[config.mk]
export PLATFORM = sky130hd
export DESIGN_NAME = rmcu_lane
export DESIGN_NICKNAME = d
export VERILOG_FILES = /design/src/rtl/rmcu_pkg.sv /design/src/rtl/rmcu_muldiv.sv /design/src/rtl/rmcu_lane.sv
export SDC_FILE = /design/constraint.sdc
export NUM_CORES = 2
export LEC_CHECK = 0
export BUFFER_PORTS_ARGS = -buffer_cell sky130_fd_sc_hd__clkbuf_2
export CORE_MARGIN = 5
export CORE_UTILIZATION = 35
export DETAILED_ROUTE_END_ITERATION = 8
export SYNTH_ARGS = -nofsm -noshare
export SYNTH_HDL_FRONTEND = slang
export SYNTH_SLANG_ARGS = --single-unit
[constraint.sdc]
create_clock -name clk -period 7.25 [get_ports clk]
set_input_delay 2.175 -clock clk [delete_from_list [all_inputs] [get_ports clk]]
set_output_delay 2.175 -clock clk [all_outputs]
set_load 0.05 [all_outputs]
[src/rtl/rmcu_pkg.sv]
package rmcu_pkg;

	localparam int DIMENSION_DEF  = 4;
	localparam int COUNT_BITS_DEF = 24;
	localparam int VAL_W          = 64;
	localparam int MUL_W          = 32;
	localparam int DIV_W          = 49;
	localparam int ACC_W          = 97;
	localparam int D_W            = 33;

	localparam logic [2:0] OP_ADD  = 3'd0;
	localparam logic [2:0] OP_REM  = 3'd1;
	localparam logic [2:0] OP_ADDV = 3'd2;
	localparam logic [2:0] OP_REMV = 3'd3;
	localparam logic [2:0] OP_READ = 3'd4;

	localparam logic [1:0] KIND_STAT = 2'd0;
	localparam logic [1:0] KIND_MEAN = 2'd1;
	localparam logic [1:0] KIND_COV  = 2'd2;

	typedef struct packed {
		logic [2:0]         op;
		logic signed [31:0] point_0;
		logic signed [31:0] point_1;
		logic signed [31:0] point_2;
		logic signed [31:0] point_3;
		logic [30:0]        var_0;
		logic [30:0]        var_1;
		logic [30:0]        var_2;
		logic [30:0]        var_3;
	} cmd_t;

	typedef struct packed {
		logic [1:0]         kind;
		logic [1:0]         row;
		logic [1:0]         col;
		logic signed [63:0] value;
		logic [23:0]        count;
		logic               cleared;
		logic               overflow;
		logic               last;
	} res_t;

	function automatic logic signed [31:0] pick_point(cmd_t c, int idx);
		logic signed [31:0] r;
		case (idx)
			0: r = c.point_0;
			1: r = c.point_1;
			2: r = c.point_2;
			3: r = c.point_3;
			default: r = '0;
		endcase
		return r;
	endfunction

	function automatic logic [30:0] pick_var(cmd_t c, int idx);
		logic [30:0] r;
		case (idx)
			0: r = c.var_0;
			1: r = c.var_1;
			2: r = c.var_2;
			3: r = c.var_3;
			default: r = '0;
		endcase
		return r;
	endfunction

	function automatic logic [63:0] mag64(logic signed [63:0] v);
		return v[63] ? 64'(-v) : 64'(v);
	endfunction

	function automatic logic signed [63:0] from_mag(logic neg, logic [63:0] m);
		logic signed [63:0] r;
		if (!neg)
			r = m[63] ? 64'sh7FFF_FFFF_FFFF_FFFF : $signed(m);
		else if (m[63])
			r = 64'sh8000_0000_0000_0000;
		else
			r = -$signed(m);
		return r;
	endfunction

	function automatic logic signed [63:0] sat_add(logic signed [63:0] a,
			logic signed [63:0] b);
		logic signed [64:0] s;
		logic signed [63:0] r;
		s = 65'(a) + 65'(b);
		if (s[64] != s[63])
			r = s[64] ? 64'sh8000_0000_0000_0000 : 64'sh7FFF_FFFF_FFFF_FFFF;
		else
			r = s[63:0];
		return r;
	endfunction

endpackage

[src/rtl/rmcu_muldiv.sv]
module rmcu_muldiv import rmcu_pkg::*; (
	input  logic               clk,
	input  logic               arst_n,
	input  logic               start,
	input  logic [VAL_W-1:0]   m,
	input  logic [MUL_W-1:0]   mul,
	input  logic [DIV_W-1:0]   div,
	output logic               done,
	output logic [VAL_W-1:0]   q
);

	localparam logic [1:0] M_IDLE = 2'd0;
	localparam logic [1:0] M_MUL  = 2'd1;
	localparam logic [1:0] M_RND  = 2'd2;
	localparam logic [1:0] M_DIV  = 2'd3;

	logic [1:0]       st_q;
	logic [6:0]       cnt_q;
	logic [VAL_W-1:0] m_q;
	logic [MUL_W-1:0] mul_q;
	logic [DIV_W-1:0] div_q;
	logic [ACC_W-1:0] acc_q;
	logic [DIV_W:0]   rem_q;
	logic [VAL_W-1:0] quo_q;
	logic             ovf_q;
	logic [DIV_W:0]   rem_next;
	logic [DIV_W:0]   rem_sub;
	logic             ge;

	assign rem_next = {rem_q[DIV_W-1:0], acc_q[ACC_W-1]};
	assign ge       = rem_next >= {1'b0, div_q};
	assign rem_sub  = rem_next - {1'b0, div_q};
	assign q        = ovf_q ? '1 : quo_q;

	// product by shift-add, then +div/2 for rounding, then restoring division
	always_ff @(posedge clk or negedge arst_n) begin
		if (!arst_n) begin
			st_q  <= M_IDLE;
			cnt_q <= '0;
			done  <= 1'b0;
		end else begin
			done <= 1'b0;
			case (st_q)
				M_IDLE: begin
					if (start) begin
						m_q   <= m;
						mul_q <= mul;
						div_q <= div;
						acc_q <= '0;
						cnt_q <= '0;
						st_q  <= M_MUL;
					end
				end
				M_MUL: begin
					acc_q <= {acc_q[ACC_W-2:0], 1'b0} +
						(mul_q[MUL_W-1] ? ACC_W'(m_q) : ACC_W'(0));
					mul_q <= {mul_q[MUL_W-2:0], 1'b0};
					cnt_q <= cnt_q + 7'd1;
					if (cnt_q == 7'(MUL_W - 1))
						st_q <= M_RND;
				end
				M_RND: begin
					acc_q <= acc_q + ACC_W'(div_q >> 1);
					rem_q <= '0;
					quo_q <= '0;
					ovf_q <= 1'b0;
					cnt_q <= '0;
					st_q  <= M_DIV;
				end
				M_DIV: begin
					acc_q <= {acc_q[ACC_W-2:0], 1'b0};
					rem_q <= ge ? rem_sub : rem_next;
					quo_q <= {quo_q[VAL_W-2:0], ge};
					ovf_q <= ovf_q | quo_q[VAL_W-1];
					cnt_q <= cnt_q + 7'd1;
					if (cnt_q == 7'(ACC_W - 1)) begin
						st_q <= M_IDLE;
						done <= 1'b1;
					end
				end
				default: st_q <= M_IDLE;
			endcase
		end
	end

endmodule

[src/rtl/rmcu_lane.sv]
module rmcu_lane import rmcu_pkg::*; #(
	parameter int DIMENSION = DIMENSION_DEF,
	parameter int LANE      = 0
) (
	input  logic                  clk,
	input  logic                  arst_n,
	input  logic                  start,
	input  logic                  clr,
	input  logic                  add,
	input  logic                  with_var,
	input  logic [MUL_W-1:0]      n,
	input  logic [DIV_W-1:0]      den,
	input  logic signed [D_W-1:0] d [DIMENSION],
	input  logic [30:0]           var_i,
	output logic                  busy,
	output logic signed [31:0]    mean,
	output logic signed [63:0]    cov [DIMENSION]
);

	localparam int JW = (DIMENSION > 1) ? $clog2(DIMENSION) : 1;

	localparam logic [3:0] L_IDLE = 4'd0;
	localparam logic [3:0] L_C    = 4'd1;
	localparam logic [3:0] L_P    = 4'd2;
	localparam logic [3:0] L_T    = 4'd3;
	localparam logic [3:0] L_Q    = 4'd4;
	localparam logic [3:0] L_V    = 4'd5;
	localparam logic [3:0] L_WR   = 4'd6;
	localparam logic [3:0] L_M    = 4'd7;

	logic [3:0]         st_q;
	logic [JW-1:0]      j_q;
	logic               go_q;
	logic signed [63:0] acc_q;
	logic [63:0]        tmp_q;
	logic [63:0]        md_m;
	logic [MUL_W-1:0]   md_mul;
	logic [DIV_W-1:0]   md_div;
	logic               md_done;
	logic [63:0]        md_q;
	logic signed [D_W-1:0] di, dj;
	logic [63:0]        mag_i, mag_j;
	logic signed [63:0] cur_c;
	logic signed [33:0] mean_sum;
	logic signed [63:0] step;

	assign di    = d[LANE];
	assign dj    = d[j_q];
	assign mag_i = mag64(64'(di));
	assign mag_j = mag64(64'(dj));
	assign cur_c = cov[j_q];
	assign busy  = st_q != L_IDLE;
	assign step  = from_mag(di[D_W-1] != !add, md_q);
	assign mean_sum = 34'(mean) + 34'(step);

	always_comb begin
		md_m   = tmp_q;
		md_mul = MUL_W'(1);
		md_div = den;
		case (st_q)
			L_C: begin
				md_m   = mag64(cur_c);
				md_mul = n;
			end
			L_P: begin
				md_m   = mag_i;
				md_mul = mag_j[MUL_W-1:0];
				md_div = DIV_W'(1);
			end
			L_T: begin
				md_mul = n;
				md_div = den << 16;
			end
			L_V:     md_m = 64'(var_i);
			L_M:     md_m = mag_i;
			default: md_m = tmp_q;
		endcase
	end

	rmcu_muldiv u_md (
		.clk    (clk),
		.arst_n (arst_n),
		.start  (go_q),
		.m      (md_m),
		.mul    (md_mul),
		.div    (md_div),
		.done   (md_done),
		.q      (md_q)
	);

	always_ff @(posedge clk or negedge arst_n) begin
		if (!arst_n) begin
			st_q <= L_IDLE;
			j_q  <= '0;
			go_q <= 1'b0;
			mean <= '0;
			for (int k = 0; k < DIMENSION; k++)
				cov[k] <= '0;
		end else begin
			go_q <= 1'b0;
			if (clr) begin
				mean <= '0;
				for (int k = 0; k < DIMENSION; k++)
					cov[k] <= '0;
			end
			case (st_q)
				L_IDLE: begin
					if (start) begin
						j_q  <= '0;
						go_q <= 1'b1;
						st_q <= L_C;
					end
				end
				L_C: begin
					if (md_done) begin
						acc_q <= from_mag(cur_c[63], md_q);
						go_q  <= 1'b1;
						st_q  <= L_P;
					end
				end
				L_P: begin
					if (md_done) begin
						tmp_q <= md_q;
						go_q  <= 1'b1;
						st_q  <= L_T;
					end
				end
				L_T: begin
					if (md_done) begin
						tmp_q <= md_q;
						go_q  <= 1'b1;
						st_q  <= L_Q;
					end
				end
				L_Q: begin
					if (md_done) begin
						acc_q <= sat_add(acc_q,
							from_mag((di[D_W-1] != dj[D_W-1]) != !add, md_q));
						if (with_var && int'(j_q) == LANE) begin
							go_q <= 1'b1;
							st_q <= L_V;
						end else begin
							st_q <= L_WR;
						end
					end
				end
				L_V: begin
					if (md_done) begin
						acc_q <= sat_add(acc_q, from_mag(!add, md_q));
						st_q  <= L_WR;
					end
				end
				L_WR: begin
					cov[j_q] <= acc_q;
					go_q     <= 1'b1;
					if (int'(j_q) == DIMENSION - 1) begin
						st_q <= L_M;
					end else begin
						j_q  <= j_q + JW'(1);
						st_q <= L_C;
					end
				end
				L_M: begin
					if (md_done) begin
						if (mean_sum > 34'sd2147483647)
							mean <= 32'sh7FFF_FFFF;
						else if (mean_sum < -34'sd2147483648)
							mean <= 32'sh8000_0000;
						else
							mean <= mean_sum[31:0];
						st_q <= L_IDLE;
					end
				end
				default: st_q <= L_IDLE;
			endcase
		end
	end

endmodule

==> flow_summary.json <==
{
  "maxSlewViolCount": 0,
  "synth-main-ff-cell": "edfxtp_1",
  "required_ps": 7730,
  "setup_violations": 0,
  "antenna_found_initial": 15,
  "synth_top_area_share_pct": 22.80,
  "nFillCells": 17830,
  "drive_gt1_share_pct": 19.22,
  "ff2ff_path_depth": 27,
  "finalWirelength_um": 271200,
  "setup_slack_ps": 195.4,
  "hold_slack_ps": 522.7,
  "slew_headroom_pct": 25.89,
  "port_buffers": 538,
  "dp_cells": 10420,
  "cpMaxStageDelayCell": "or4_4",
  "hpwl_um": 212500,
  "crit_fanout": 8,
  "synthTopCellsByCount": "o21ai_0 (898), nand2_1 (891), a21oi_1 (535), nor2_1 (487), edfxtp_1 (484)",
  "ctsRootBufferMaster": "clkbuf_16",
  "dp_slack_ps": -258.2,
  "post-route-util_pct": 41.84,
  "clkTransAtPathRegs_ps": 60,
  "grt_pass1_vias": 58390,
  "grt_use_total_pct": 27.04,
  "start_util_pct": 35.23,
  "overflow": 0,
  "synth_top_area_cell": "edfxtp_1",
  "hold_viol": 0,
  "stdcell_count": 10610,
  "cp.depth": 27,
  "r2r_end": "acc_q[54]",
  "worstMarginPinSlew_ps": 1112,
  "reg2reg_slack_ps": 200,
  "hold_path.class": "flip-flop to flip-flop",
  "syn_nets": 8046,
  "antenna_left": 0,
  "maxCapViolations": 0,
  "clock-sinks": 788,
  "skew_ps": 39.40,
  "end_kind": "flip-flop",
  "syn_to_final_growth_pct": 18.76,
  "ys_warn_count": 0,
  "startpoint_type": "flip-flop",
  "fin_crit_sh_pct": 97.30,
  "postPlaceCellArea_mm2": 0.07214,
  "chipHeight_um": 436.7,
  "reg2reg_from": "u_md.quo_q[7]",
  "die_w_um": 436.7,
  "synth_async_sr_flop_share_pct": 38.58,
  "dr.pass1.iters": 7,
  "rows": 156,
  "max_freq_mhz": 141.8,
  "cpMostUsedCell": "buf_4",
  "vias_per_cell": 5.882,
  "seq_area_frac_synth_pct": 34.74,
  "cts_tree": "built",
  "synth_cells": 7455,
  "ir_drop_mv": 0.2149,
  "ys_top_cells_by_area": "edfxtp_1 (23%), dfrtp_1 (12%), o21ai_0 (7.1%)",
  "layout_min_cycle_time_ps": 7055,
  "powerDensity_mw_per_mm2": 167.1,
  "hold_depth": 2,
  "h-tree-depth": 3,
  "path_buf_inv": 5,
  "slowest_delay_ps": 560,
  "endpoint": "acc_q[54]",
  "fp.coreArea_mm2": 0.1809,
  "synth.distinct_cells": 94,
  "worstSkewPairLatency_ps": 750,
  "critPathLaunch": "u_md.quo_q[7]",
  "drc": 0,
  "syn-mean-instance-area_um2": 8.550,
  "ctsHoldBuffers": 0,
  "grt_first_pass_wirelength_um": 394200,
  "critPathArrivalTime_ps": 7540,
  "synth_seq_cells": 788,
  "status": "completed",
  "yosysMostFrequentCell": "o21ai_0",
  "drtIter0Drc": 7147,
  "stdcell_area_mm2": 0.07570,
  "p_total_mw": 12.65,
  "synth_edf_count": 484,
  "synth_area_mm2": 0.06374,
  "dieArea_mm2": 0.1907,
  "grt_max_degree": 145,
  "finalSetupTns_ps": 0,
  "avgRoutedWirePerCell_um": 25.57,
  "clockBufferDepth": 3,
  "num_vias": 62390,
  "cts_buffers": 91,
  "nNetsFinal": 8741,
  "regArea_mm2": 0.02215,
  "multi_input_area_mm2": 0.03943,
  "power.leakage_nw": 31.09,
  "ios": 539,
  "critPathTopFamily": "simple AND/OR/NAND/NOR gates",
  "gp_congestion": 0.9867,
  "path_class": "flip-flop to flip-flop"
}
==> sequential cells by signal (all words and copies together), names as in the netlist, 3 cells and up <==
signal      flops
acc_q          64
cov           256
mean           32
st_q            3
tmp_q          64
u_md.acc_q     97
u_md.cnt_q      7
u_md.div_q     49
u_md.m_q       64
u_md.mul_q     32
u_md.quo_q     64
u_md.rem_q     49
==> worst min-delay path by stage <==
| stage | start | end | slack (ps) |
|---|---|---|---|
| final | tmp_q[61] | u_md.m_q[61] | 520 |
| after global routing | u_md.mul_q[27] | u_md.mul_q[28] | 540 |
| after CTS | u_md.mul_q[27] | u_md.mul_q[28] | 520 |
| after detailed placement | u_md.mul_q[27] | u_md.mul_q[28] | 510 |
| after global placement | tmp_q[59] | u_md.m_q[59] | 510 |
| after floorplan | tmp_q[33] | u_md.m_q[33] | 500 |
==> per-layer routing <==
metal | GRT usage, % | part of all wire (%)
met1 | 35.85 | 41
met2 | 44.27 | 46
met3 | 3.677 | 7.3
met4 | 11.70 | 5.0
met5 | 0 | 0.030
==> cell usage in the layout (no fill, tap or decap), types with 192 or more instances in the layout <==
cell      count
edfxtp_1    484
nor2_1      478
nand2b_1    320
a21oi_1     524
ha_1        325
dfrtp_1     301
o21ai_0     885
clkbuf_2    536
xnor2_1     291
buf_4       561
nand2_1     887
nand3_1     192
xor2_1      198
==> layout make-up <==
class                   count  share of cell area (%)
well taps                2370                   3.917
multi-input cells        5961                   52.09
repair buffers           1116                   9.569
flip-flops and latches    788                   29.26
clock buffers             119                   3.367
inverters                 192                  0.9554
diodes                      7                 0.02314
clock inverters            53                  0.8149
==> kinds of logic (layout without fill, tap and decap cells) <==
kind of cell               after synthesis  count (layout)  share of synthesized area [%]
buffers and inverters                  706            1480                          4.272
other                                    0               7                              0
adders and majority gates              341             341                          6.765
and+or+nand+nor                       2626            2626                          20.26
DFF                                    788             788                          34.74
AOI/OAI and AO/OA                     2343            2343                          22.75
muxes                                  155             155                          4.407
xor gates and xnor gates               496             496                          6.816
==> timing repair <==
item	in CTS	in global routing
resized for setup	0	76
endpoints found under the setup margin	0	64
hold endpoints to repair	0	0
setup buffers	0	9
==> tightest hold or removal path, cell delays in order (launching register included) <==
cell      delay (ps)
edfxtp_1         320
nand2_1           40
o21ai_0           60
==> where the power goes <==
group          internal (mW)  switching (mW)  leakage (nW)  total (mW)
Clock                   2.74            2.19          1.53        4.94
Sequential              4.87           0.100          8.50        4.97
Combinational           1.14            1.60          21.1        2.74
Total                   8.75            3.89          31.1        12.6
Note: power is estimated with default switching activity, not from simulation.
